==> src/hw/rtl/sdio_xts_pkg.sv <==
// shared types, constants and helpers for the sdio extended transfer splitter
package sdio_xts_pkg;

   localparam int SIZE_BITS = 16;
   localparam int DIV_CNT_W = $clog2(SIZE_BITS + 1);

   localparam logic [1:0] STATUS_OK       = 2'd0;
   localparam logic [1:0] STATUS_ADDR_ERR = 2'd1;
   localparam logic [1:0] STATUS_LIMIT    = 2'd2;

   localparam logic [1:0] CSR_BLOCK_SIZE   = 2'd0;
   localparam logic [1:0] CSR_BLK_MODE_EN  = 2'd1;
   localparam logic [1:0] CSR_BLK_CAP      = 2'd2;
   localparam logic [1:0] CSR_BYTE_LIMIT   = 2'd3;

   localparam logic [11:0] BLOCK_SIZE_MAX  = 12'd2048;
   localparam logic [9:0]  BYTE_CHUNK_MAX  = 10'd512;
   localparam logic [11:0] BYTE_CODE_MAX   = 12'd512;
   localparam logic [16:0] ADDR_MAX        = 17'h1FFFF;

   typedef struct packed {
      logic                 write;
      logic [2:0]           function_number;
      logic [16:0]          start_address;
      logic                 increment_address;
      logic [SIZE_BITS-1:0] transfer_size;
   } req_type;

   typedef struct packed {
      logic        command_valid;
      logic [31:0] command_argument;
      logic [15:0] payload_bytes;
      logic [19:0] bus_bytes;
      logic [1:0]  status;
      logic        last;
   } rsp_type;

   typedef struct packed {
      logic [11:0] block_size;
      logic        blk_mode_en;
      logic [8:0]  blk_cap;
      logic [9:0]  byte_limit;
   } cfg_type;

   typedef enum logic [2:0] {
      ST_IDLE,
      ST_STEP,
      ST_DIV,
      ST_CAP,
      ST_MUL,
      ST_BUILD,
      ST_EMIT
   } state_type;

   typedef struct packed {
      logic load;
      logic build_zero;
      logic byte_pick;
      logic div_start;
      logic div_step;
      logic cap;
      logic mul;
      logic build;
   } cmd_type;

   typedef struct packed {
      logic zero_size;
      logic block_step;
      logic div_last;
      logic out_last;
   } stat_type;

   function automatic logic [9:0] pad_pow2(input logic [9:0] n);
      logic [9:0] p;
      p = BYTE_CHUNK_MAX;
      for (int i = 9; i >= 0; i--) begin
         if (n <= 10'(1 << i)) p = 10'(1 << i);
      end
      return p;
   endfunction

endpackage

==> src/hw/rtl/sdio_xts_ctrl.sv <==
// sequencing state machine for the transfer splitter
module sdio_xts_ctrl (
   input  logic                  clock,
   input  logic                  reset,
   input  logic                  req_valid,
   output logic                  req_stall,
   output logic                  rsp_valid,
   input  logic                  rsp_stall,
   input  sdio_xts_pkg::stat_type st,
   output sdio_xts_pkg::cmd_type  cmd
);

   sdio_xts_pkg::state_type state_ff;
   sdio_xts_pkg::state_type state_in;

   logic req_take;
   logic rsp_take;

   assign req_take = req_valid && (state_ff == sdio_xts_pkg::ST_IDLE);
   assign rsp_take = (state_ff == sdio_xts_pkg::ST_EMIT) && !rsp_stall;

   always_ff @(posedge clock) begin
      if (reset) begin
         state_ff <= sdio_xts_pkg::ST_IDLE;
      end else begin
         state_ff <= state_in;
      end
   end

   always_comb begin
      state_in = state_ff;
      unique case (state_ff)
         sdio_xts_pkg::ST_IDLE: begin
            if (req_take) state_in = sdio_xts_pkg::ST_STEP;
         end
         sdio_xts_pkg::ST_STEP: begin
            priority if (st.zero_size) state_in = sdio_xts_pkg::ST_EMIT;
            else if (st.block_step) state_in = sdio_xts_pkg::ST_DIV;
            else state_in = sdio_xts_pkg::ST_BUILD;
         end
         sdio_xts_pkg::ST_DIV: begin
            if (st.div_last) state_in = sdio_xts_pkg::ST_CAP;
         end
         sdio_xts_pkg::ST_CAP:   state_in = sdio_xts_pkg::ST_MUL;
         sdio_xts_pkg::ST_MUL:   state_in = sdio_xts_pkg::ST_BUILD;
         sdio_xts_pkg::ST_BUILD: state_in = sdio_xts_pkg::ST_EMIT;
         sdio_xts_pkg::ST_EMIT: begin
            if (rsp_take) begin
               state_in = st.out_last ? sdio_xts_pkg::ST_IDLE : sdio_xts_pkg::ST_STEP;
            end
         end
      endcase
   end

   always_comb begin
      cmd = '0;
      req_stall = (state_ff != sdio_xts_pkg::ST_IDLE);
      rsp_valid = (state_ff == sdio_xts_pkg::ST_EMIT);
      unique case (state_ff)
         sdio_xts_pkg::ST_IDLE:  cmd.load = req_take;
         sdio_xts_pkg::ST_STEP: begin
            priority if (st.zero_size) cmd.build_zero = 1'b1;
            else if (st.block_step) cmd.div_start = 1'b1;
            else cmd.byte_pick = 1'b1;
         end
         sdio_xts_pkg::ST_DIV:   cmd.div_step = 1'b1;
         sdio_xts_pkg::ST_CAP:   cmd.cap = 1'b1;
         sdio_xts_pkg::ST_MUL:   cmd.mul = 1'b1;
         sdio_xts_pkg::ST_BUILD: cmd.build = 1'b1;
         sdio_xts_pkg::ST_EMIT:  cmd = '0;
      endcase
   end

endmodule

==> src/hw/rtl/sdio_xts_dp.sv <==
// datapath: request registers, block divider, multiplier and argument builder
module sdio_xts_dp #(
   parameter int MAX_COMMANDS = 64
) (
   input  logic                  clock,
   input  sdio_xts_pkg::cmd_type  cmd,
   input  sdio_xts_pkg::req_type  req_data,
   input  sdio_xts_pkg::cfg_type  cfg,
   output sdio_xts_pkg::stat_type st,
   output sdio_xts_pkg::rsp_type  rsp_data
);

   localparam int SZ = sdio_xts_pkg::SIZE_BITS;
   localparam int DCW = sdio_xts_pkg::DIV_CNT_W;
   localparam int CNT_W = $clog2(MAX_COMMANDS);
   localparam logic [CNT_W-1:0] LAST_N = CNT_W'(MAX_COMMANDS - 1);

   logic                 wr_ff;
   logic [2:0]           fn_ff;
   logic                 incr_ff;
   logic [16:0]          addr_ff;
   logic                 addr_over_ff;
   logic [SZ-1:0]        rem_ff;
   logic                 phase_ff;
   logic [CNT_W-1:0]     n_ff;
   logic [SZ-1:0]        quo_ff;
   logic [11:0]          part_ff;
   logic [DCW-1:0]       div_cnt_ff;
   logic [8:0]           blocks_ff;
   logic [SZ-1:0]        payload_ff;
   logic [11:0]          blen_ff;
   sdio_xts_pkg::rsp_type out_ff;

   logic [12:0]   shifted;
   logic          ge;
   logic [9:0]    pick;
   logic [20:0]   product;
   logic [SZ-1:0] rem_next;
   logic [20:0]   addr_sum;
   logic          byte_mode;
   logic [8:0]    count;
   logic          limit_hit;
   logic          load_phase;

   assign shifted   = {part_ff, quo_ff[SZ-1]};
   assign ge        = shifted >= {1'b0, cfg.block_size};
   assign pick      = (32'(rem_ff) < 32'(cfg.byte_limit)) ? rem_ff[9:0] : cfg.byte_limit;
   assign product   = 21'(blocks_ff) * 21'(cfg.block_size);
   assign rem_next  = rem_ff - payload_ff;
   assign addr_sum  = 21'(addr_ff) + 21'(payload_ff);
   assign byte_mode = (blocks_ff == 9'd1) && (blen_ff <= sdio_xts_pkg::BYTE_CODE_MAX);
   assign count     = byte_mode ? blen_ff[8:0] : blocks_ff;
   assign limit_hit = (n_ff == LAST_N) && (rem_ff != payload_ff);
   assign load_phase = cfg.blk_mode_en && (cfg.block_size != 12'd0)
                     && (32'(req_data.transfer_size) > 32'(cfg.byte_limit));

   always_ff @(posedge clock) begin
      if (cmd.load) begin
         wr_ff        <= req_data.write;
         fn_ff        <= req_data.function_number;
         incr_ff      <= req_data.increment_address;
         addr_ff      <= req_data.start_address;
         addr_over_ff <= 1'b0;
         rem_ff       <= req_data.transfer_size;
         n_ff         <= '0;
         phase_ff     <= load_phase;
      end
      if (cmd.byte_pick) begin
         phase_ff   <= 1'b0;
         payload_ff <= SZ'(pick);
         blen_ff    <= 12'(sdio_xts_pkg::pad_pow2(pick));
         blocks_ff  <= 9'd1;
      end
      if (cmd.div_start) begin
         quo_ff     <= rem_ff;
         part_ff    <= '0;
         div_cnt_ff <= DCW'(SZ);
      end
      if (cmd.div_step) begin
         part_ff    <= ge ? 12'(shifted - {1'b0, cfg.block_size}) : shifted[11:0];
         quo_ff     <= {quo_ff[SZ-2:0], ge};
         div_cnt_ff <= div_cnt_ff - DCW'(1);
      end
      if (cmd.cap) begin
         blocks_ff <= (32'(quo_ff) > 32'(cfg.blk_cap)) ? cfg.blk_cap : quo_ff[8:0];
         blen_ff   <= cfg.block_size;
      end
      if (cmd.mul) begin
         payload_ff <= product[SZ-1:0];
      end
      if (cmd.build_zero) begin
         out_ff <= '{command_valid: 1'b0, command_argument: 32'd0, payload_bytes: 16'd0,
                     bus_bytes: 20'd0, status: sdio_xts_pkg::STATUS_OK, last: 1'b1};
      end
      if (cmd.build) begin
         priority if (addr_over_ff) begin
            out_ff <= '{command_valid: 1'b0, command_argument: 32'd0, payload_bytes: 16'd0,
                        bus_bytes: 20'd0, status: sdio_xts_pkg::STATUS_ADDR_ERR, last: 1'b1};
         end else if (limit_hit) begin
            out_ff <= '{command_valid: 1'b0, command_argument: 32'd0, payload_bytes: 16'd0,
                        bus_bytes: 20'd0, status: sdio_xts_pkg::STATUS_LIMIT, last: 1'b1};
         end else begin
            out_ff.command_valid    <= 1'b1;
            out_ff.command_argument <= {wr_ff, fn_ff, !byte_mode, incr_ff, addr_ff, count};
            out_ff.payload_bytes    <= 16'(payload_ff);
            out_ff.bus_bytes        <= phase_ff ? 20'(payload_ff) : 20'(blen_ff);
            out_ff.status           <= sdio_xts_pkg::STATUS_OK;
            out_ff.last             <= (rem_next == '0);
            rem_ff <= rem_next;
            n_ff   <= n_ff + CNT_W'(1);
            if (incr_ff) begin
               addr_ff      <= addr_sum[16:0];
               addr_over_ff <= addr_sum > 21'(sdio_xts_pkg::ADDR_MAX);
            end
         end
      end
   end

   assign st.zero_size  = (rem_ff == '0);
   assign st.block_step = phase_ff && (32'(rem_ff) > 32'(cfg.block_size));
   assign st.div_last   = (div_cnt_ff == DCW'(1));
   assign st.out_last   = out_ff.last;
   assign rsp_data      = out_ff;

endmodule

==> src/hw/rtl/sdio_xts_cfg.sv <==
// configuration registers and their clamped working values
module sdio_xts_cfg (
   input  logic                 clock,
   input  logic                 reset,
   input  logic                 csr_valid,
   output logic                 csr_ready,
   input  logic [1:0]           csr_index,
   input  logic [11:0]          csr_wdata,
   output sdio_xts_pkg::cfg_type cfg
);

   logic [11:0] block_size_ff;
   logic        blk_mode_en_ff;
   logic [8:0]  blk_cap_ff;
   logic [9:0]  byte_limit_ff;

   assign csr_ready = 1'b1;

   always_ff @(posedge clock) begin
      if (reset) begin
         block_size_ff  <= 12'd512;
         blk_mode_en_ff <= 1'b0;
         blk_cap_ff     <= 9'd511;
         byte_limit_ff  <= 10'd512;
      end else if (csr_valid && csr_ready) begin
         unique case (csr_index)
            sdio_xts_pkg::CSR_BLOCK_SIZE:  block_size_ff  <= csr_wdata;
            sdio_xts_pkg::CSR_BLK_MODE_EN: blk_mode_en_ff <= csr_wdata[0];
            sdio_xts_pkg::CSR_BLK_CAP:     blk_cap_ff     <= csr_wdata[8:0];
            sdio_xts_pkg::CSR_BYTE_LIMIT:  byte_limit_ff  <= csr_wdata[9:0];
         endcase
      end
   end

   always_comb begin
      cfg.block_size = (block_size_ff > sdio_xts_pkg::BLOCK_SIZE_MAX)
                     ? sdio_xts_pkg::BLOCK_SIZE_MAX : block_size_ff;
      cfg.blk_mode_en = blk_mode_en_ff;
      cfg.blk_cap = (blk_cap_ff == 9'd0) ? 9'd1 : blk_cap_ff;
      priority if (byte_limit_ff == 10'd0) cfg.byte_limit = 10'd1;
      else if (byte_limit_ff > sdio_xts_pkg::BYTE_CHUNK_MAX)
         cfg.byte_limit = sdio_xts_pkg::BYTE_CHUNK_MAX;
      else cfg.byte_limit = byte_limit_ff;
   end

endmodule

==> src/hw/rtl/sdio_extended_transfer_splitter_core.sv <==
// sdio extended transfer splitter top level
//
// a request beat on req_ carries one transfer (direction, function, start
// address, increment flag, byte count); the block answers with a run of
// rsp_ beats, one per cmd53 argument word, the final one flagged by last.
// a zero-size request yields a beat with command_valid low and status ok;
// an address overflow or the command limit yields such a beat with an error status.
// req_stall stays high from the accepted request until the last rsp beat
// of its run is taken; one request is in flight at a time.
// each rsp beat is prepared in the states step, build and emit in byte
// mode; block mode adds div, cap and mul after step, with div run by the
// one-bit-per-cycle block-count divider.
// while rsp_stall is high the result beat is held unchanged in the output
// register and the sequencer waits.
// csr_ writes are always ready and are meant to happen between requests.
// synchronous reset returns the sequencer to idle and loads the register
// defaults: block size 512, block mode off, 511 blocks, byte limit 512.
module sdio_extended_transfer_splitter_core #(
   parameter int MAX_COMMANDS = 64
) (
   input  logic                  clock,
   input  logic                  reset,
   input  logic                  req_valid,
   output logic                  req_stall,
   input  sdio_xts_pkg::req_type  req_data,
   output logic                  rsp_valid,
   input  logic                  rsp_stall,
   output sdio_xts_pkg::rsp_type  rsp_data,
   input  logic                  csr_valid,
   output logic                  csr_ready,
   input  logic [1:0]            csr_index,
   input  logic [11:0]           csr_wdata
);

   sdio_xts_pkg::cfg_type  cfg;
   sdio_xts_pkg::cmd_type  cmd;
   sdio_xts_pkg::stat_type st;

   sdio_xts_cfg u_cfg (
      .clock     (clock),
      .reset     (reset),
      .csr_valid (csr_valid),
      .csr_ready (csr_ready),
      .csr_index (csr_index),
      .csr_wdata (csr_wdata),
      .cfg       (cfg)
   );

   sdio_xts_ctrl u_ctrl (
      .clock     (clock),
      .reset     (reset),
      .req_valid (req_valid),
      .req_stall (req_stall),
      .rsp_valid (rsp_valid),
      .rsp_stall (rsp_stall),
      .st        (st),
      .cmd       (cmd)
   );

   sdio_xts_dp #(
      .MAX_COMMANDS (MAX_COMMANDS)
   ) u_dp (
      .clock    (clock),
      .cmd      (cmd),
      .req_data (req_data),
      .cfg      (cfg),
      .st       (st),
      .rsp_data (rsp_data)
   );

   a_busy_while_result : assert property (@(posedge clock) disable iff (reset)
      rsp_valid |-> req_stall)
      else $error("request taken while a result beat is pending");

   a_error_ends_run : assert property (@(posedge clock) disable iff (reset)
      (rsp_valid && (rsp_data.status != sdio_xts_pkg::STATUS_OK)) |-> rsp_data.last)
      else $error("error status on a beat that is not last");

   a_no_cmd_no_arg : assert property (@(posedge clock) disable iff (reset)
      (rsp_valid && !rsp_data.command_valid) |-> (rsp_data.command_argument == 32'd0))
      else $error("argument set on a beat without a command");

   a_idle_after_last : assert property (@(posedge clock) disable iff (reset)
      (rsp_valid && !rsp_stall && rsp_data.last) |=> !req_stall)
      else $error("not ready for a new request after the last beat");

endmodule
==> config.mk <==
export PLATFORM = sky130hd
export DESIGN_NAME = sdio_extended_transfer_splitter_core
export DESIGN_NICKNAME = d
export VERILOG_FILES = /design/src/hw/rtl/sdio_xts_pkg.sv /design/src/hw/rtl/sdio_xts_ctrl.sv /design/src/hw/rtl/sdio_xts_dp.sv /design/src/hw/rtl/sdio_xts_cfg.sv /design/src/hw/rtl/sdio_extended_transfer_splitter_core.sv
export SDC_FILE = /design/constraint.sdc
export NUM_CORES = 1
export LEC_CHECK = 0
export BUFFER_PORTS_ARGS = -buffer_cell sky130_fd_sc_hd__buf_4
export CAP_MARGIN = 20
export CORE_MARGIN = 4
export CORE_UTILIZATION = 40
export CTS_CLUSTER_DIAMETER = 200
export CTS_CLUSTER_SIZE = 30
export DETAILED_ROUTE_END_ITERATION = 7
export GPL_TIMING_DRIVEN = 0
export SLEW_MARGIN = 5
export SYNTH_ARGS = -nofsm -noshare
export SYNTH_HDL_FRONTEND = slang
export SYNTH_SLANG_ARGS = --single-unit
==> constraint.sdc <==
create_clock -name clock -period 4.95 [get_ports clock]
set_input_delay 0.2475 -clock clock [delete_from_list [all_inputs] [get_ports clock]]
set_output_delay 0.2475 -clock clock [all_outputs]
set_load 0.005 [all_outputs]
# [Word-level counts from Yosys, hierarchy flattened]
# Index checks and enable logic that the tools add are counted.
[word_totals] ff_bits=223 in_bits=57 word_cells=160
[op_classes] add_sub_neg=5 n_mul=1 n_lt_le_gt_ge=18 n_eq_ne=16 muxes=69 reduce_logical=26
[op_table] cell="2-to-1 mux 72 bit" n=4
[op_table] cell="2-to-1 mux 16 bit" n=9
[op_table] cell="2-to-1 mux 10 bit" n=12
[op_table] cell="2-to-1 mux 17 bit" n=5
[op_table] cell="2-to-1 mux 12 bit" n=6
[op_table] cell="2-to-1 mux 9 bit" n=5
[op_table] cell="zero test 16 bit" n=2
[op_table] cell="2-to-1 mux 6 bit" n=4
[op_table] cell="> comparator 21 x 17 -> 1 bit, second input constant" n=1
[op_table] cell="one-hot mux 3 bit (7 select lines)" n=1
[op_table] cell="adder 17 x 16 -> 18 bit" n=1
[op_table] cell="2-to-1 mux 3 bit" n=6
[op_table] cell="> comparator 16 x 10 -> 1 bit" n=1
[op_table] cell="> comparator 16 x 12 -> 1 bit" n=1
[op_table] cell="> comparator 16 x 9 -> 1 bit" n=1
[op_table] cell="less-than comparator 16 x 10 -> 1 bit" n=1
[op_table] cell="multiplier 9 x 12 -> 16 bit" n=1
[op_table] cell="inequality test 16 bit" n=1
[op_table] cell="subtractor 16 bit" n=1
[op_table] cell="2-to-1 mux 1 bit" n=14
[op_table] cell="greater-or-equal comparator 13 x 12 -> 1 bit" n=1
[op_table] cell="> comparator 12 bit, second input constant" n=1
[op_table] cell="less-or-equal comparator 12 x 10 -> 1 bit, second input constant" n=1
[op_table] cell="nonzero test 12 bit" n=1
[op_table] cell="other kinds (35)" n=54

# [Depth between registers and ports, before layout]
# Gate-level depths: netlist (run 1).
[depth] ltp_word=17 ltp_mapped=24 mapped_depth_nobuf=21

# [Modules after synthesis]
# Synthesis (run 1) repeated with hierarchy kept, for this count alone.
[hier_totals] cells_unflattened=1628 area_unflattened_um2=15524.9
[modules_own_cells] mod="sdio_xts_dp" n_inst=1 cells_per_inst=1415 area_each_um2=13848.3 seq_area_each_um2=5114.9
[modules_own_cells] mod="sdio_xts_cfg" n_inst=1 cells_per_inst=174 area_each_um2=1400.1 seq_area_each_um2=640.6
[modules_own_cells] mod="sdio_xts_ctrl" n_inst=1 cells_per_inst=39 area_each_um2=276.5 seq_area_each_um2=60.1

# [Worst setup path after synthesis (run 1)]
# OpenSTA, ideal clock, no wires.
[synth_path] path_kind="reg2reg" startpoint="register u_cfg.block_size_ff[11]" endpoint="register u_dp.div_cnt_ff[0], enable pin" setup_ns=0.469 t_arrival_ns=4.833 setup_slack_ns=-0.352 stages_incl_launch_ff=16 path_buffers=3 cell_sequence="dfxtp_1 -> clkbuf_1 -> clkbuf_1 -> nor2b_1 -> clkbuf_1 -> inv_1 -> ha_1 -> nor2b_1 -> o21a_1 -> o21a_1 -> o21ai_0 -> nand2b_1 -> a21oi_1 -> o31ai_1 -> a31oi_1 -> o21ai_0"
[synth_via] elab_chain_len=8
[synth_lines] element="from (decl)" line="sdio_xts_cfg.sv:12" text="logic [11:0] block_size_ff;"
[synth_lines] element="from (signal assigned)" line="sdio_xts_cfg.sv:27" text="sdio_xts_pkg::CSR_BLOCK_SIZE: block_size_ff <= csr_wdata;"
[synth_lines] element="> comparator 12 bit" line="sdio_xts_cfg.sv:36" text="cfg.block_size = (block_size_ff > sdio_xts_pkg::BLOCK_SIZE_MAX)"
[synth_lines] element="2-to-1 mux 12 bit *" line="sdio_xts_cfg.sv:37" text="? sdio_xts_pkg::BLOCK_SIZE_MAX : block_size_ff;"
[synth_lines] element="> comparator 16 x 12 -> 1 bit *" line="sdio_xts_dp.sv:120" text="assign st.block_step = phase_ff && (32'(rem_ff) > 32'(cfg.block_size));"
[synth_lines] element="logical AND 1 bit *" line="sdio_xts_dp.sv:120"
[synth_lines] element="2-to-1 mux 1 bit *" line="sdio_xts_ctrl.sv:63" text="else if (st.block_step) cmd.div_start = 1'b1;"
[synth_lines] element="2-to-1 mux 2 bit *" line="sdio_xts_ctrl.sv:62" text="priority if (st.zero_size) cmd.build_zero = 1'b1;"
[synth_lines] element="2-to-1 mux 3 bit *" line="sdio_xts_ctrl.sv:59" text="unique case (state_ff)"
[synth_lines] element="nonzero test 2 bit (no line) *"
[synth_lines] element="to (signal assigned)" line="sdio_xts_dp.sv:77" text="div_cnt_ff <= DCW'(SZ);"
[synth_lines] element="to (signal assigned)" line="sdio_xts_dp.sv:82" text="div_cnt_ff <= div_cnt_ff - DCW'(1);"
[synth_lines] element="to (decl)" line="sdio_xts_dp.sv:28" text="logic [DCW-1:0] div_cnt_ff;"
# Mark *: on every way between the ends. The rest lies on a longest branch, timed or not.
# A chain may end at the register's enable or synchronous reset.

# [Worst setup path after layout (run 1)]
[layout_path] startpoint="register u_cfg.block_size_ff[11]" endpoint="register u_dp.payload_ff[15] (data pin)"
[layout_via] elab_chain_len=4
[layout_lines] element="> comparator 12 bit" line="sdio_xts_cfg.sv:36"
[layout_lines] element="2-to-1 mux 12 bit *" line="sdio_xts_cfg.sv:37"
[layout_lines] element="multiplier 9 x 12 -> 16 bit *" line="sdio_xts_dp.sv:48" text="assign product = 21'(blocks_ff) * 21'(cfg.block_size);"
[layout_lines] element="2-to-1 mux 16 bit *" line="sdio_xts_dp.sv:88" text="if (cmd.mul) begin"
[layout_lines] element="to (signal assigned)" line="sdio_xts_dp.sv:70" text="payload_ff <= SZ'(pick);"
[layout_lines] element="to (signal assigned)" line="sdio_xts_dp.sv:89" text="payload_ff <= product[SZ-1:0];"
[layout_lines] element="to (decl)" line="sdio_xts_dp.sv:30" text="logic [SZ-1:0] payload_ff;"
# Marks and branches as above.

==> results of run 1 <==
-- final cells by class --
class,count,area (µm²)
Buffer,74,377
Clock buffer,16,294
Clock inverter,1,30.0
Fill cell,3672,19900
Inverter,136,510
Multi-Input combinational cell,1243,8640
Sequential cell,219,5820
Tap cell,511,639
Timing Repair Buffer,171,1360
-- final timing paths --
| kind | start | end | depth (start not counted) |
|---|---|---|---|
| setup reg to reg | u_cfg.block_size_ff[11]$_SDFFE_PP0P_ | u_dp.payload_ff[15]$_SDFFCE_PN0P_ | 16 |
| hold / removal | csr_wdata[7] | u_cfg.blk_cap_ff[7]$_SDFFE_PP1P_ | 3 |
| hold reg to reg | u_cfg.block_size_ff[7]$_SDFFE_PP0P_ | u_cfg.block_size_ff[7]$_SDFFE_PP0P_ | 2 |
| setup / recovery | u_cfg.block_size_ff[11]$_SDFFE_PP0P_ | u_dp.payload_ff[15]$_SDFFCE_PN0P_ | 16 |
-- per-layer routing --
layer / wire [µm] / up-vias / global-route usage (%) / part of all wire (%)
met5: 0 / - / 0 / 0
met4: 818 / 0 / 4.07 / 1.8
met3: 2090 / 50 / 2.28 / 4.5
met2: 22500 / 335 / 38.4 / 49
met1: 20800 / 6125 / 29.4 / 45
li1: - / 6118 / - / -
-- stage by stage --
stage / cell area [µm²] / setup slack, ps / hold WS, ps
floorplan: 15200 / 69.5 / 346
global placement: 16800 / -1840 / 428
detailed placement: 16800 / -846 / 428
CTS: 17500 / 4.00 / 3.15
global route: 17700 / -2.74 / 0.225
finish: 17700 / 192 / 13.1
-- flip-flops by register name (all words and copies together) (netlist names) --
| signal | flops |
|---|---|
| u_dp.rsp_data | 68 |
| u_dp.addr_ff | 17 |
| u_dp.payload_ff | 16 |
| u_dp.quo_ff | 16 |
| u_dp.rem_ff | 16 |
| u_cfg.block_size_ff | 12 |
| u_dp.blen_ff | 12 |
| u_dp.part_ff | 12 |
| u_cfg.byte_limit_ff | 10 |
| u_cfg.blk_cap_ff | 9 |
| u_dp.blocks_ff | 9 |
| u_dp.n_ff | 6 |
| u_dp.div_cnt_ff | 5 |
| u_ctrl.state_ff | 3 |
| u_dp.fn_ff | 3 |
| u_cfg.blk_mode_en_ff | 1 |
| u_dp.addr_over_ff | 1 |
| u_dp.incr_ff | 1 |
| u_dp.phase_ff | 1 |
| u_dp.wr_ff | 1 |
-- cell families (layout without fill, tap and decap cells) --
logic type	Yosys count	in the layout	share of synthesized area (%)
xor gates and xnor gates	49	49	2.83
adders and majority gates	177	177	17.9
buffers and inverters	215	398	5.49
muxes	38	38	2.53
DFF	219	219	38.3
other	2	5	0.0495
AOI/OAI and AO/OA	297	297	12.2
and+or+nand+nor	677	677	20.7
-- cells in the mapped netlist (6+ instances only) --
master,count,share of area (%)
sky130_fd_sc_hd__a31oi_1,29,1.2
sky130_fd_sc_hd__nand2b_1,6,0.25
sky130_fd_sc_hd__o21a_1,20,0.99
sky130_fd_sc_hd__dfxtp_1,76,10
sky130_fd_sc_hd__o21ai_0,70,2.3
sky130_fd_sc_hd__a21o_1,19,0.94
sky130_fd_sc_hd__nor3_1,34,1.1
sky130_fd_sc_hd__fa_1,66,8.7
sky130_fd_sc_hd__a31o_2,8,0.46
sky130_fd_sc_hd__nand3b_1,11,0.54
sky130_fd_sc_hd__and2_1,40,1.6
sky130_fd_sc_hd__or2_2,8,0.33
sky130_fd_sc_hd__xor2_1,11,0.63
sky130_fd_sc_hd__ha_1,111,9.2
sky130_fd_sc_hd__mux2i_1,35,2.3
sky130_fd_sc_hd__a21oi_1,88,2.9
sky130_fd_sc_hd__a211oi_1,9,0.45
sky130_fd_sc_hd__nor4_1,13,0.54
sky130_fd_sc_hd__o31ai_1,8,0.40
sky130_fd_sc_hd__nand3_1,32,1.1
sky130_fd_sc_hd__nand2_1,286,7.1
sky130_fd_sc_hd__inv_1,134,3.3
sky130_fd_sc_hd__or3_1,7,0.29
sky130_fd_sc_hd__nor2_1,136,3.4
sky130_fd_sc_hd__xnor2_1,38,2.2
sky130_fd_sc_hd__nand4_1,17,0.70
sky130_fd_sc_hd__nor2b_1,31,1.3
sky130_fd_sc_hd__edfxtp_1,143,28
sky130_fd_sc_hd__clkbuf_1,69,1.7
sky130_fd_sc_hd__and3_1,40,1.6
-- worst register-to-register path, stage by stage (launching register included) --
cell                      delay (ps)
sky130_fd_sc_hd__dfxtp_4         440
sky130_fd_sc_hd__buf_2           200
sky130_fd_sc_hd__nor2b_1          60
sky130_fd_sc_hd__buf_4           160
sky130_fd_sc_hd__buf_4           140
sky130_fd_sc_hd__and2_1          160
sky130_fd_sc_hd__fa_1            540
sky130_fd_sc_hd__fa_1            450
sky130_fd_sc_hd__fa_1            530
sky130_fd_sc_hd__fa_1            530
sky130_fd_sc_hd__ha_1            390
sky130_fd_sc_hd__and3_1          170
sky130_fd_sc_hd__a21oi_1         140
sky130_fd_sc_hd__o21ai_2          90
sky130_fd_sc_hd__o41ai_2         280
sky130_fd_sc_hd__xnor2_1         160
sky130_fd_sc_hd__nor2_1           60
-- repair_timing --
action                                  4_1_cts  5_1_grt
endpoints found under the hold margin        14        0
hold buffers                                 12        0
gates resized for setup                      34       29
pin swaps                                     6       16
endpoints found under the setup margin        8        4
setup buffers                                12       20
-- report_power, final --
group / total [mW] / internal [mW] / switching [mW] / leakage [nW]
Combinational: 3.03 / 1.28 / 1.75 / 5.37
Sequential: 2.72 / 2.30 / 0.419 / 1.99
Clock: 1.07 / 0.434 / 0.635 / 0.153
==> impl_results.rst, run 1 <==
.. list-table::
   :header-rows: 1

   * - Metric
     - Value
   * - Min Tclk post-route
     - 4760 ps
   * - Post-layout utilization of the core
     - 47.0%
   * - Standard cell core area
     - 0.0376 mm²
   * - Gr usage total
     - 21.8%
   * - Mean area per synthesized cell
     - 9.06 µm²
   * - Layout Nets
     - 2090
   * - Buffer and inverter count on the worst path
     - 3
   * - Reg2reg setup slack
     - 190 ps
   * - Width of the die
     - 203 µm
   * - Chip height
     - 203 µm
   * - Transition at the pin with the smallest max-transition slack
     - 867 ps
   * - Starting density of the core
     - 40.4%
   * - Wire length of the first global-routing pass
     - 71300 µm
   * - Share of flip-flops with an asynchronous set or reset after synthesis
     - 0%
   * - Overall die area
     - 0.0411 mm²
   * - Clock Skews
     - 26.3 ps
   * - Critical path type
     - reg -> reg
   * - Number of antenna violations at the first check in global routing
     - 0
   * - Number of instances in the synthesized netlist
     - 1674
   * - Worst endpoint data arrival time
     - 4990 ps
   * - IR drop worst, VDD
     - 0.201 mV
   * - DPL Wire Length
     - 36600 µm
   * - Result of the run
     - complete, no violations
   * - Number of pins with negative max-slew slack in the final report
     - 0
   * - Via count of the first global-routing pass
     - 12500
   * - Residual DRC count
     - 0
   * - Cells along the critical path
     - buf_2, nor2b_1, buf_4, buf_4, and2_1, fa_1, fa_1, fa_1, fa_1, ha_1, and3_1, a21oi_1, o21ai_2, o41ai_2, xnor2_1, nor2_1
   * - Post-Layout Cell Count
     - 2371
   * - TritonCTS clock tree
     - done
   * - Tot Pwr
     - 6.82 mW
   * - Fin crit share
     - 96.1%
   * - Cell occurring most often along the worst timing path
     - sky130_fd_sc_hd__fa_1
   * - Flip-flop and latch count after synthesis
     - 219
   * - Leading cell type in the layout, fill and taps excluded
     - sky130_fd_sc_hd__nand2_1
   * - Worst max-slew margin expressed relative to the limit
     - 42.2%
   * - Number of synthesized flops with an enable pin
     - 143
   * - TritonCTS sink count
     - 219
   * - Max-capacitance violation count
     - 0
   * - Cts bufs inserted
     - 11
   * - Category of cells accounting for the largest share of critical-path delay
     - adder cells
   * - Mean routed wirelength per cell
     - 19.5 µm
   * - Worst-Skew Late Latency
     - 500 ps
   * - Site row count
     - 71
   * - Number of optimization iterations in the first detailed-route pass
     - 5
   * - Power per standard cell area
     - 386 mW/mm²
   * - Number of hold violations in the final report
     - 0
   * - Critical Path Fanout Max
     - 8
   * - Boundary Pins
     - 132
   * - I/O Buffers
     - 124
   * - CP endpoint kind
     - register
   * - Clock transition at the registers of the reported paths
     - 130 ps
   * - Slowest Stage Delay on Critical Path
     - 540 ps
   * - Avg Vias per Cell
     - 5.33
   * - Type of the most critical hold path
     - in -> reg
   * - Number of diodes
     - 0
   * - CP max stage cell
     - sky130_fd_sc_hd__fa_1
   * - Vias after detailed routing
     - 12600
   * - Total length of routed wires
     - 46200 µm
   * - GPL Wtd Cong
     - 0.940
   * - Fmax
     - 210 MHz
   * - First-iteration detailed-routing DRC count
     - 916
   * - Required arrival time at the worst endpoint
     - 5180 ps
   * - Prevailing post-synth register cell
     - sky130_fd_sc_hd__edfxtp_1
   * - LEAKAGE
     - 7.52 nW
   * - Netlist area before placement
     - 0.0152 mm²
   * - Total setup violations reported at the end of the flow
     - 0
   * - Clock root buffer master
     - sky130_fd_sc_hd__clkbuf_16
   * - Sequential cell area fraction in the yosys report
     - 38.3%
   * - Commonest cells after routing, fill and taps aside
     - sky130_fd_sc_hd__nand2_1, sky130_fd_sc_hd__buf_4, sky130_fd_sc_hd__edfxtp_1
   * - Deepest level of the CTS H-tree
     - 1
   * - Critical Path Source Type
     - register
   * - Signed area change from the synthesized netlist to the final layout
     - 16.4%
   * - Fraction of layout instances using a drive strength above 1
     - 12.5%
   * - Antenna Nets Post-Route
     - 0
   * - GR Overflow Total
     - 0
   * - Total Negative Setup Slacks
     - 0 ps
   * - Yosys cell types
     - 64
   * - Cell count after placement
     - 2315
   * - Count of yosys warnings during synthesis
     - 0
   * - Largest net degree at the start of global routing
     - 32
   * - Deepest clock path buffer count
     - 3
(Power assumes the default switching activity.)
==> run 2, diff against run 1 <==
ABC_AREA = 1   (was default)
==> run 2 against run 1 <==
Largest power group unchanged. Final cell count grew 7.6%. Sequential share of layout area is 1.1 points lower. Die area is 0.68% lower. Critical path type unchanged. The flow now finishes with violations (setup timing).
==> impl_results.rst, run 2 <==
.. list-table::
   :header-rows: 1

   * - Metric
     - Value
   * - Met2 global-route usage
     - 38.1% (was 38.4%)
   * - DPL Wire Length
     - 37200 µm (was 36600 µm)
   * - Cell depth of the worst flop-to-flop path
     - 28 (was 16)
   * - Chip height
     - 202 µm (was 203 µm)
   * - Switching power as a share of total power
     - 46.3% (was 41.2%)
   * - Cell count after placement
     - 2455 (was 2315)
   * - Part of the power in combinational logic
     - 54.1% (was 44.5%)
   * - Width of the die
     - 202 µm (was 203 µm)
   * - Total setup violations reported at the end of the flow
     - 7 (was 0)
   * - Gr usage total
     - 22.5% (was 21.8%)
   * - Sequential cell area fraction in the yosys report
     - 38.6% (was 38.3%)
   * - Tot Pwr
     - 8.86 mW (was 6.82 mW)
   * - Capturing element of the worst setup path
     - u_dp.payload_ff[15]$_SDFFCE_PN0P_ (unchanged)
   * - Reg2reg setup slack
     - -310 ps (was 190 ps)
   * - TritonCTS sink count
     - 219 (unchanged)
   * - Internal power of the cells
     - 4.75 mW (was 4.01 mW)
   * - Type of the most critical hold path
     - in -> reg (unchanged)
   * - Total Negative Setup Slacks
     - -1230 ps (was 0 ps)
   * - Worst flop-to-flop path endpoint
     - u_dp.payload_ff[15]$_SDFFCE_PN0P_ (unchanged)
   * - CP max stage cell
     - sky130_fd_sc_hd__fa_1 (unchanged)
   * - Fin crit share
     - 106% (was 96.1%)
   * - Deepest level of the CTS H-tree
     - 1 (unchanged)
   * - Met3 routing resource usage after global routing
     - 2.20% (was 2.28%)
   * - Cts bufs inserted
     - 11 (unchanged)
   * - Fraction of layout instances using a drive strength above 1
     - 18.1% (was 12.5%)
   * - Mean area per synthesized cell
     - 8.29 µm² (was 9.06 µm²)
   * - GPL Wtd Cong
     - 0.980 (was 0.940)
   * - Required arrival time at the worst endpoint
     - 5200 ps (was 5180 ps)
   * - Flip-flop and latch count after synthesis
     - 219 (unchanged)
   * - Share of the synthesized area in the top cell type
     - 28.5% (was 28.3%)
   * - Commonest cells after routing, fill and taps aside
     - sky130_fd_sc_hd__nand2_1, sky130_fd_sc_hd__inv_1, sky130_fd_sc_hd__buf_4 (was sky130_fd_sc_hd__nand2_1, sky130_fd_sc_hd__buf_4, sky130_fd_sc_hd__edfxtp_1)
   * - Leading post-synthesis cells by instance count
     - sky130_fd_sc_hd__nand2_1, sky130_fd_sc_hd__inv_1, sky130_fd_sc_hd__nor2_1 (was sky130_fd_sc_hd__nand2_1, sky130_fd_sc_hd__edfxtp_1, sky130_fd_sc_hd__nor2_1)
   * - Prevailing post-synth register cell
     - sky130_fd_sc_hd__edfxtp_1 (unchanged)
   * - Share of flip-flops with an asynchronous set or reset after synthesis
     - 0% (unchanged)
   * - Max FFs per register
     - 68 (unchanged)
   * - Clock network fraction of total power
     - 11.7% (was 15.7%)
   * - Cell occurring most often along the worst timing path
     - sky130_fd_sc_hd__fa_1 (unchanged)
   * - Residual DRC count
     - 0 (unchanged)
   * - Number of synthesized flops with an enable pin
     - 143 (unchanged)
   * - Reg2reg start
     - u_cfg.block_size_ff[3]$_SDFFE_PP0P_ (was u_cfg.block_size_ff[11]$_SDFFE_PP0P_)
   * - Setup slack of the critical path after layout
     - -312 ps (was 192 ps)
   * - Post-layout utilization of the core
     - 49.6% (was 47.0%)
   * - Clock root buffer master
     - sky130_fd_sc_hd__clkbuf_16 (unchanged)
   * - Clock Skews
     - 36.1 ps (was 26.3 ps)
   * - Vias after detailed routing
     - 13200 (was 12600)
   * - Met1 global-route usage
     - 30.9% (was 29.4%)
   * - Largest net degree at the start of global routing
     - 35 (was 32)
   * - Placement Setup Slack
     - -851 ps (was -846 ps)
   * - Critical path type
     - reg -> reg (unchanged)
   * - Result of the run
     - complete, but fails checks (was complete, no violations)
   * - Number of hold violations in the final report
     - 0 (unchanged)
   * - Number of antenna violations at the first check in global routing
     - 0 (unchanged)
   * - Power per standard cell area
     - 484 mW/mm² (was 386 mW/mm²)
   * - Number of diodes
     - 0 (unchanged)
   * - Worst max-slew margin expressed relative to the limit
     - 31.1% (was 42.2%)
   * - Number of instances in the synthesized netlist
     - 1818 (was 1674)
   * - Netlist area before placement
     - 0.0151 mm² (was 0.0152 mm²)
   * - Deepest clock path buffer count
     - 3 (unchanged)
   * - Min Tclk post-route
     - 5260 ps (was 4760 ps)
   * - Number of pins with negative max-slew slack in the final report
     - 0 (unchanged)
   * - Fmax
     - 190 MHz (was 210 MHz)
   * - Net Switching
     - 4.10 mW (was 2.81 mW)
   * - Setup repair after global routing missed its margin
     - true
   * - Max-capacitance violation count
     - 0 (unchanged)
   * - Boundary Pins
     - 132 (unchanged)
   * - Total length of routed wires
     - 46900 µm (was 46200 µm)
   * - Violated checks
     - setup timing
   * - Starting density of the core
     - 40.9% (was 40.4%)
   * - Launching element of the worst setup path
     - u_cfg.block_size_ff[3]$_SDFFE_PP0P_ (was u_cfg.block_size_ff[11]$_SDFFE_PP0P_)
   * - Wire length of the first global-routing pass
     - 73300 µm (was 71300 µm)
   * - Worst endpoint data arrival time
     - 5520 ps (was 4990 ps)
   * - Number of optimization iterations in the first detailed-route pass
     - 5 (unchanged)
   * - Slowest Stage Delay on Critical Path
     - 530 ps (was 540 ps)
   * - Antenna Nets Post-Route
     - 0 (unchanged)
   * - Cell type with the largest total area after synthesis
     - sky130_fd_sc_hd__edfxtp_1 (unchanged)
   * - Standard cell core area
     - 0.0369 mm² (was 0.0376 mm²)
   * - CP endpoint kind
     - register (unchanged)
   * - LEAKAGE
     - 8.11 nW (was 7.52 nW)
   * - Layout Nets
     - 2277 (was 2090)
   * - Most congested layer reported by global routing
     - met2 (unchanged)
   * - Mean routed wirelength per cell
     - 18.4 µm (was 19.5 µm)
   * - Yosys cell types
     - 56 (was 64)
   * - IR drop worst, VDD
     - 0.207 mV (was 0.201 mV)
   * - Most instantiated library cell after synthesis
     - sky130_fd_sc_hd__nand2_1 (unchanged)
   * - I/O Buffers
     - 126 (was 124)
   * - Clock transition at the registers of the reported paths
     - 120 ps (was 130 ps)
   * - Leading cell type in the layout, fill and taps excluded
     - sky130_fd_sc_hd__nand2_1 (unchanged)
   * - Proportion of power drawn by flip-flops and latches
     - 34.2% (was 39.9%)
   * - Transition at the pin with the smallest max-transition slack
     - 1030 ps (was 867 ps)
   * - Cells taking the most area after synthesis
     - sky130_fd_sc_hd__edfxtp_1, sky130_fd_sc_hd__dfxtp_1, sky130_fd_sc_hd__nand2_1 (was sky130_fd_sc_hd__edfxtp_1, sky130_fd_sc_hd__dfxtp_1, sky130_fd_sc_hd__ha_1)
   * - GR Overflow Total
     - 0 (unchanged)
   * - Count of yosys warnings during synthesis
     - 0 (unchanged)
   * - Critical Path Source Type
     - register (unchanged)
   * - First-iteration detailed-routing DRC count
     - 892 (was 916)
   * - Worst-Skew Late Latency
     - 490 ps (was 500 ps)
   * - Overall die area
     - 0.0408 mm² (was 0.0411 mm²)
   * - Signed area change from the synthesized netlist to the final layout
     - 21.4% (was 16.4%)
   * - Post-Layout Cell Count
     - 2551 (was 2371)
   * - TritonCTS clock tree
     - done (unchanged)
   * - Avg Vias per Cell
     - 5.16 (was 5.33)
   * - Site row count
     - 70 (was 71)
   * - Via count of the first global-routing pass
     - 13100 (was 12500)
   * - Critical Path Fanout Max
     - 7 (was 8)
[run 2: changes by cell type after synthesis, moves of 32 or more]
cell                      delta
sky130_fd_sc_hd__and2_1     -39
sky130_fd_sc_hd__and3_1     -39
sky130_fd_sc_hd__inv_1     +118
sky130_fd_sc_hd__mux2i_1    -35
sky130_fd_sc_hd__nand2_1    +96
sky130_fd_sc_hd__nand3_1    +32
sky130_fd_sc_hd__nor2_1     +70
sky130_fd_sc_hd__o21ai_0    +60
[run 2: logic make-up (layout without fill, tap and decap cells)]
| family | count (synthesis) | count (layout) | synth area share (%) |
|---|---|---|---|
| and+or+nand+nor | 730 | 730 | 20.1 |
| other | 2 | 5 | 0.0498 |
| buffers and inverters | 320 | 546 | 8.27 |
| DFF | 219 | 219 | 38.6 |
| adders and majority gates | 177 | 177 | 18.0 |
| xor gates and xnor gates | 47 | 47 | 2.73 |
| AOI/OAI and AO/OA | 323 | 323 | 12.3 |
[run 2: worst min path at each step]
stage / startpoint / end / slack (ps) / cells past startpoint
6_report: csr_wdata[5] / u_cfg.blk_cap_ff[5]$_SDFFE_PP1P_ / 20 / 3
5_1_grt: csr_wdata[4] / u_cfg.blk_cap_ff[4]$_SDFFE_PP1P_ / 10 / 3
4_1_cts: csr_wdata[0] / u_cfg.blk_cap_ff[0]$_SDFFE_PP1P_ / 9 / 3
3_5_place_dp: req_data[35] / u_dp.fn_ff[1]$_DFFE_PP_ / 430 / 1
3_3_place_gp: req_data[34] / u_dp.fn_ff[0]$_DFFE_PP_ / 430 / 1
2_1_floorplan: reset / u_cfg.blk_mode_en_ff$_SDFFE_PP0P_ / 330 / 1
[run 2: area by class of cell]
class / instances / area (µm²)
multi-input cells: 1282 / 8490
repair buffers: 209 / 1740
clock buffers: 16 / 294
inverters: 262 / 1020
plain buffers: 58 / 263
fillers: 3457 / 18600
flip-flops and latches: 219 / 5820
well taps: 504 / 631
clock inverters: 1 / 30.0
[run 2: what timing repair did]
| action | CTS | global route |
|---|---|---|
| setup endpoints to repair | 9 | 16 |
| resized for setup | 66 | 69 |
| buffers inserted | 54 | 17 |
| pin swaps | 63 | 62 |
| hold endpoints to repair | 10 | 0 |
| hold buffers | 9 | 0 |
[run 2: power groups by stage]
stage | Sequential, mW | Clock (mW) | Combinational (mW)
global route | 3.07 | 1.11 | 5.40
detailed placement | 3.06 | 0 | 4.49
global placement | 3.08 | 0 | 4.39
CTS | 3.02 | 1.06 | 4.63
floorplan | 2.85 | 0 | 3.26
finish | 3.03 | 1.03 | 4.79
[run 2: metrics by stage]
| stage | hold slack (ps) | area, µm² |
|---|---|---|
| finish | 17.3 | 18300 |
| global route | 12.8 | 18300 |
| CTS | 9.11 | 17900 |
| detailed placement | 429 | 16900 |
| global placement | 429 | 16800 |
| floorplan | 327 | 15200 |
[run 2: layer usage]
layer  vias to the layer above  wire length, µm
li1                       6441                -
met3                        58             2380
met1                      6284            21100
met4                         0             1520
met5                         -                0
met2                       377            21800
[run 2: worst max-delay path: cells and delay by family, from the launching register on]
kind	cells	cell delay (ps)
fa+ha+maj	5	2260
simple gates	11	1170
compound gates	6	740
buf+inv	6	480
flops	1	350
==> run 3, diff against run 2 <==
CORE_MARGIN = 2   (was 4)
==> run 3 against run 2 <==
The flow still finishes with violations (setup timing). Sequential power barely moved. Combinational power fell by 1%. Clock-buffer cell count did not move. Design area fell by 2.2%. Largest power group unchanged. Highest routed layer unchanged.
==> impl_results.rst, run 3 (synthesized netlist as in run 2, its figures left out) <==
.. list-table::
   :header-rows: 1

   * - Metric
     - Value
   * - DPL Wire Length
     - 36800 µm (was 37200 µm)
   * - Antenna Nets Post-Route
     - 0 (unchanged)
   * - TritonCTS sink count
     - 219 (unchanged)
   * - Fraction of layout instances using a drive strength above 1
     - 15.2% (was 18.1%)
   * - Gr usage total
     - 24.0% (was 22.5%)
   * - Clock root buffer master
     - sky130_fd_sc_hd__clkbuf_16 (unchanged)
   * - IR drop worst, VDD
     - 0.200 mV (was 0.207 mV)
   * - Width of the die
     - 198 µm (was 202 µm)
   * - LEAKAGE
     - 7.99 nW (was 8.11 nW)
   * - Worst endpoint data arrival time
     - 5540 ps (was 5520 ps)
   * - Setup slack of the critical path after layout
     - -348 ps (was -312 ps)
   * - Signed area change from the synthesized netlist to the final layout
     - 18.8% (was 21.4%)
   * - I/O Buffers
     - 126 (unchanged)
   * - Cts bufs inserted
     - 11 (unchanged)
   * - TritonCTS clock tree
     - done (unchanged)
   * - Power per standard cell area
     - 493 mW/mm² (was 484 mW/mm²)
   * - Net Switching
     - 4.11 mW (was 4.10 mW)
   * - Switching power as a share of total power
     - 46.6% (was 46.3%)
   * - FILL cells
     - 3663 (was 3457)
   * - Total setup violations reported at the end of the flow
     - 6 (was 7)
   * - CP max stage cell
     - sky130_fd_sc_hd__fa_1 (unchanged)
   * - Chip height
     - 198 µm (was 202 µm)
   * - Slowest Stage Delay on Critical Path
     - 570 ps (was 530 ps)
   * - Commonest cells after routing, fill and taps aside
     - sky130_fd_sc_hd__nand2_1, sky130_fd_sc_hd__inv_1, sky130_fd_sc_hd__nor2_1 (was sky130_fd_sc_hd__nand2_1, sky130_fd_sc_hd__inv_1, sky130_fd_sc_hd__buf_4)
   * - Part of the power in combinational logic
     - 53.7% (was 54.1%)
   * - Layout Nets
     - 2258 (was 2277)
   * - Required arrival time at the worst endpoint
     - 5190 ps (was 5200 ps)
   * - GPL Wtd Cong
     - 0.938 (was 0.980)
   * - Critical Path Fanout Max
     - 7 (unchanged)
   * - Boundary Pins
     - 132 (unchanged)
   * - Reg2reg setup slack
     - -350 ps (was -310 ps)
   * - Proportion of power drawn by flip-flops and latches
     - 34.6% (was 34.2%)
   * - Largest net degree at the start of global routing
     - 36 (was 35)
   * - Deepest clock path buffer count
     - 3 (unchanged)
   * - GR Overflow Total
     - 0 (unchanged)
   * - Avg Vias per Cell
     - 5.22 (was 5.16)
   * - Standard cell core area
     - 0.0374 mm² (was 0.0369 mm²)
   * - Internal power of the cells
     - 4.71 mW (was 4.75 mW)
   * - Number of diodes
     - 0 (unchanged)
   * - WL met1
     - 19900 µm (was 21100 µm)
   * - Number of hold violations in the final report
     - 0 (unchanged)
   * - Number of antenna violations at the first check in global routing
     - 0 (unchanged)
   * - Total length of routed met2 wires
     - 21800 µm (about the same)
   * - Leading cell type in the layout, fill and taps excluded
     - sky130_fd_sc_hd__nand2_1 (unchanged)
   * - Total length of routed wires
     - 46800 µm (was 46900 µm)
   * - Result of the run
     - complete, but fails checks (unchanged)
   * - Cell occurring most often along the worst timing path
     - sky130_fd_sc_hd__fa_1 (unchanged)
   * - Vias after detailed routing
     - 13300 (was 13200)
   * - Clock transition at the registers of the reported paths
     - 120 ps (about the same)
   * - Site row count
     - 71 (was 70)
   * - Transition at the pin with the smallest max-transition slack
     - 1030 ps (about the same)
   * - Mean routed wirelength per cell
     - 18.4 µm (about the same)
   * - Via count of the first global-routing pass
     - 12900 (was 13100)
   * - Critical Path Source Type
     - register (unchanged)
   * - Fin crit share
     - 107% (was 106%)
   * - Residual DRC count
     - 0 (unchanged)
   * - Total Negative Setup Slacks
     - -1060 ps (was -1230 ps)
   * - Clock Skews
     - 35.4 ps (was 36.1 ps)
   * - Fmax
     - 189 MHz (was 190 MHz)
   * - Highest metal used
     - met4 (unchanged)
   * - Type of the most critical hold path
     - in -> reg (unchanged)
   * - Wire length of the first global-routing pass
     - 72000 µm (was 73300 µm)
   * - Buffer and inverter count on the worst path
     - 5 (was 6)
   * - Critical path type
     - reg -> reg (unchanged)
   * - Overall die area
     - 0.0392 mm² (was 0.0408 mm²)
   * - Category of cells accounting for the largest share of critical-path delay
     - adder cells (unchanged)
   * - Max FFs per register
     - 68 (unchanged)
   * - Deepest level of the CTS H-tree
     - 1 (unchanged)
   * - First-iteration detailed-routing DRC count
     - 1068 (was 892)
   * - Amount of wire on met3 after detailed routing
     - 3100 µm (was 2380 µm)
   * - Tot Pwr
     - 8.82 mW (was 8.86 mW)
   * - Number of optimization iterations in the first detailed-route pass
     - 6 (was 5)
   * - Clock network fraction of total power
     - 11.7% (about the same)
   * - CP endpoint kind
     - register (unchanged)
   * - Worst-Skew Late Latency
     - 490 ps (about the same)
   * - Number of pins with negative max-slew slack in the final report
     - 0 (unchanged)
   * - Violated checks
     - setup timing (unchanged)
   * - Setup repair after global routing missed its margin
     - true (unchanged)
   * - Worst max-slew margin expressed relative to the limit
     - 31.4% (was 31.1%)
   * - Max-capacitance violation count
     - 0 (unchanged)
   * - Starting density of the core
     - 40.3% (was 40.9%)
   * - Min Tclk post-route
     - 5300 ps (was 5260 ps)
## run 3: cell count changes in the layout (fill, tap and decap cells not counted), sizes merged
| cell | change |
|---|---|
| dlygate4sd3 | +2 |
| clkinvlp | -3 |
| inv | +3 |
| buf | -21 |
## run 3: final cells by class
cell class                      instances  area [µm²]  area share (%)
Inverter                              262        1000            5.60
Multi-Input combinational cell       1282        8310            46.4
Sequential cell                       219        5820            32.5
Clock inverter                          1        30.0           0.168
Buffer                                 58         263            1.47
Tap cell                              511         639            3.57
Clock buffer                           16         294            1.64
Timing Repair Buffer                  190        1540            8.59
## run 3: path summary, 6_finish.rpt
check / to / cells past startpoint / from
setup / recovery: u_dp.payload_ff[14]$_SDFFCE_PN0P_ / 27 / u_cfg.block_size_ff[3]$_SDFFE_PP0P_
hold / removal: u_cfg.block_size_ff[9]$_SDFFE_PP1P_ / 3 / csr_wdata[9]
setup reg to reg: u_dp.payload_ff[14]$_SDFFCE_PN0P_ / 27 / u_cfg.block_size_ff[3]$_SDFFE_PP0P_
hold reg to reg: u_dp.n_ff[4]$_DFF_P_ / 2 / u_dp.n_ff[4]$_DFF_P_
## run 3: repair_timing
action / 4_1_cts / 5_1_grt
gates resized for setup: 48 / 24
setup buffers: 42 / 9
hold endpoints to repair: 11 / 0
pin swaps: 45 / 40
setup endpoints to repair: 9 / 20
hold buffers: 11 / 0
## run 3: per-layer routing
layer | track usage [%] | up-vias
li1 | - | 6400
met1 | 31.3 | 6323
met2 | 40.2 | 446
met3 | 3.51 | 97
met4 | 9.47 | 0
met5 | 0 | -
## run 3: power groups by stage
stage,clock (mW),combinational [mW],sequential (mW)
floorplan,0,3.26,2.85
global placement,0,4.39,3.09
detailed placement,0,4.53,3.07
CTS,1.05,4.65,3.03
global route,1.12,5.31,3.09
finish,1.03,4.74,3.05
## run 3: per-stage QoR
stage                     hold WS, ps  setup WS, ps  util (%)  cells  cell area, µm²
final                            13.5          -348      47.9   2539           17900
after global routing             3.01          -622      47.9   2539           17900
after CTS                       0.443          -297      47.5   2533           17800
after detailed placement          433          -700      45.1   2463           16900
after global placement            429         -1540      44.9   2458           16800
after floorplan                   327         -27.3         -   1821           15200
## run 3: worst register-to-register path: stages (launching register included)
cell	delay [ps]
sky130_fd_sc_hd__dfxtp_2	340
sky130_fd_sc_hd__inv_2	50
sky130_fd_sc_hd__nand4_1	130
sky130_fd_sc_hd__nor4_2	210
sky130_fd_sc_hd__nand4_1	140
sky130_fd_sc_hd__nand2_2	130
sky130_fd_sc_hd__clkinv_4	130
sky130_fd_sc_hd__nor2_4	120
sky130_fd_sc_hd__buf_6	130
sky130_fd_sc_hd__buf_4	110
sky130_fd_sc_hd__nand2_2	50
sky130_fd_sc_hd__fa_1	570
sky130_fd_sc_hd__fa_1	440
sky130_fd_sc_hd__fa_1	480
sky130_fd_sc_hd__fa_1	500
sky130_fd_sc_hd__inv_2	50
sky130_fd_sc_hd__ha_4	220
sky130_fd_sc_hd__a21oi_2	130
sky130_fd_sc_hd__o21ai_2	70
sky130_fd_sc_hd__nand2_1	80
sky130_fd_sc_hd__nand2_1	60
sky130_fd_sc_hd__a21oi_2	180
sky130_fd_sc_hd__o21ai_2	80
sky130_fd_sc_hd__and2_4	170
sky130_fd_sc_hd__o21ai_1	130
sky130_fd_sc_hd__nand2_1	90
sky130_fd_sc_hd__o21ai_2	170
sky130_fd_sc_hd__a21oi_4	50
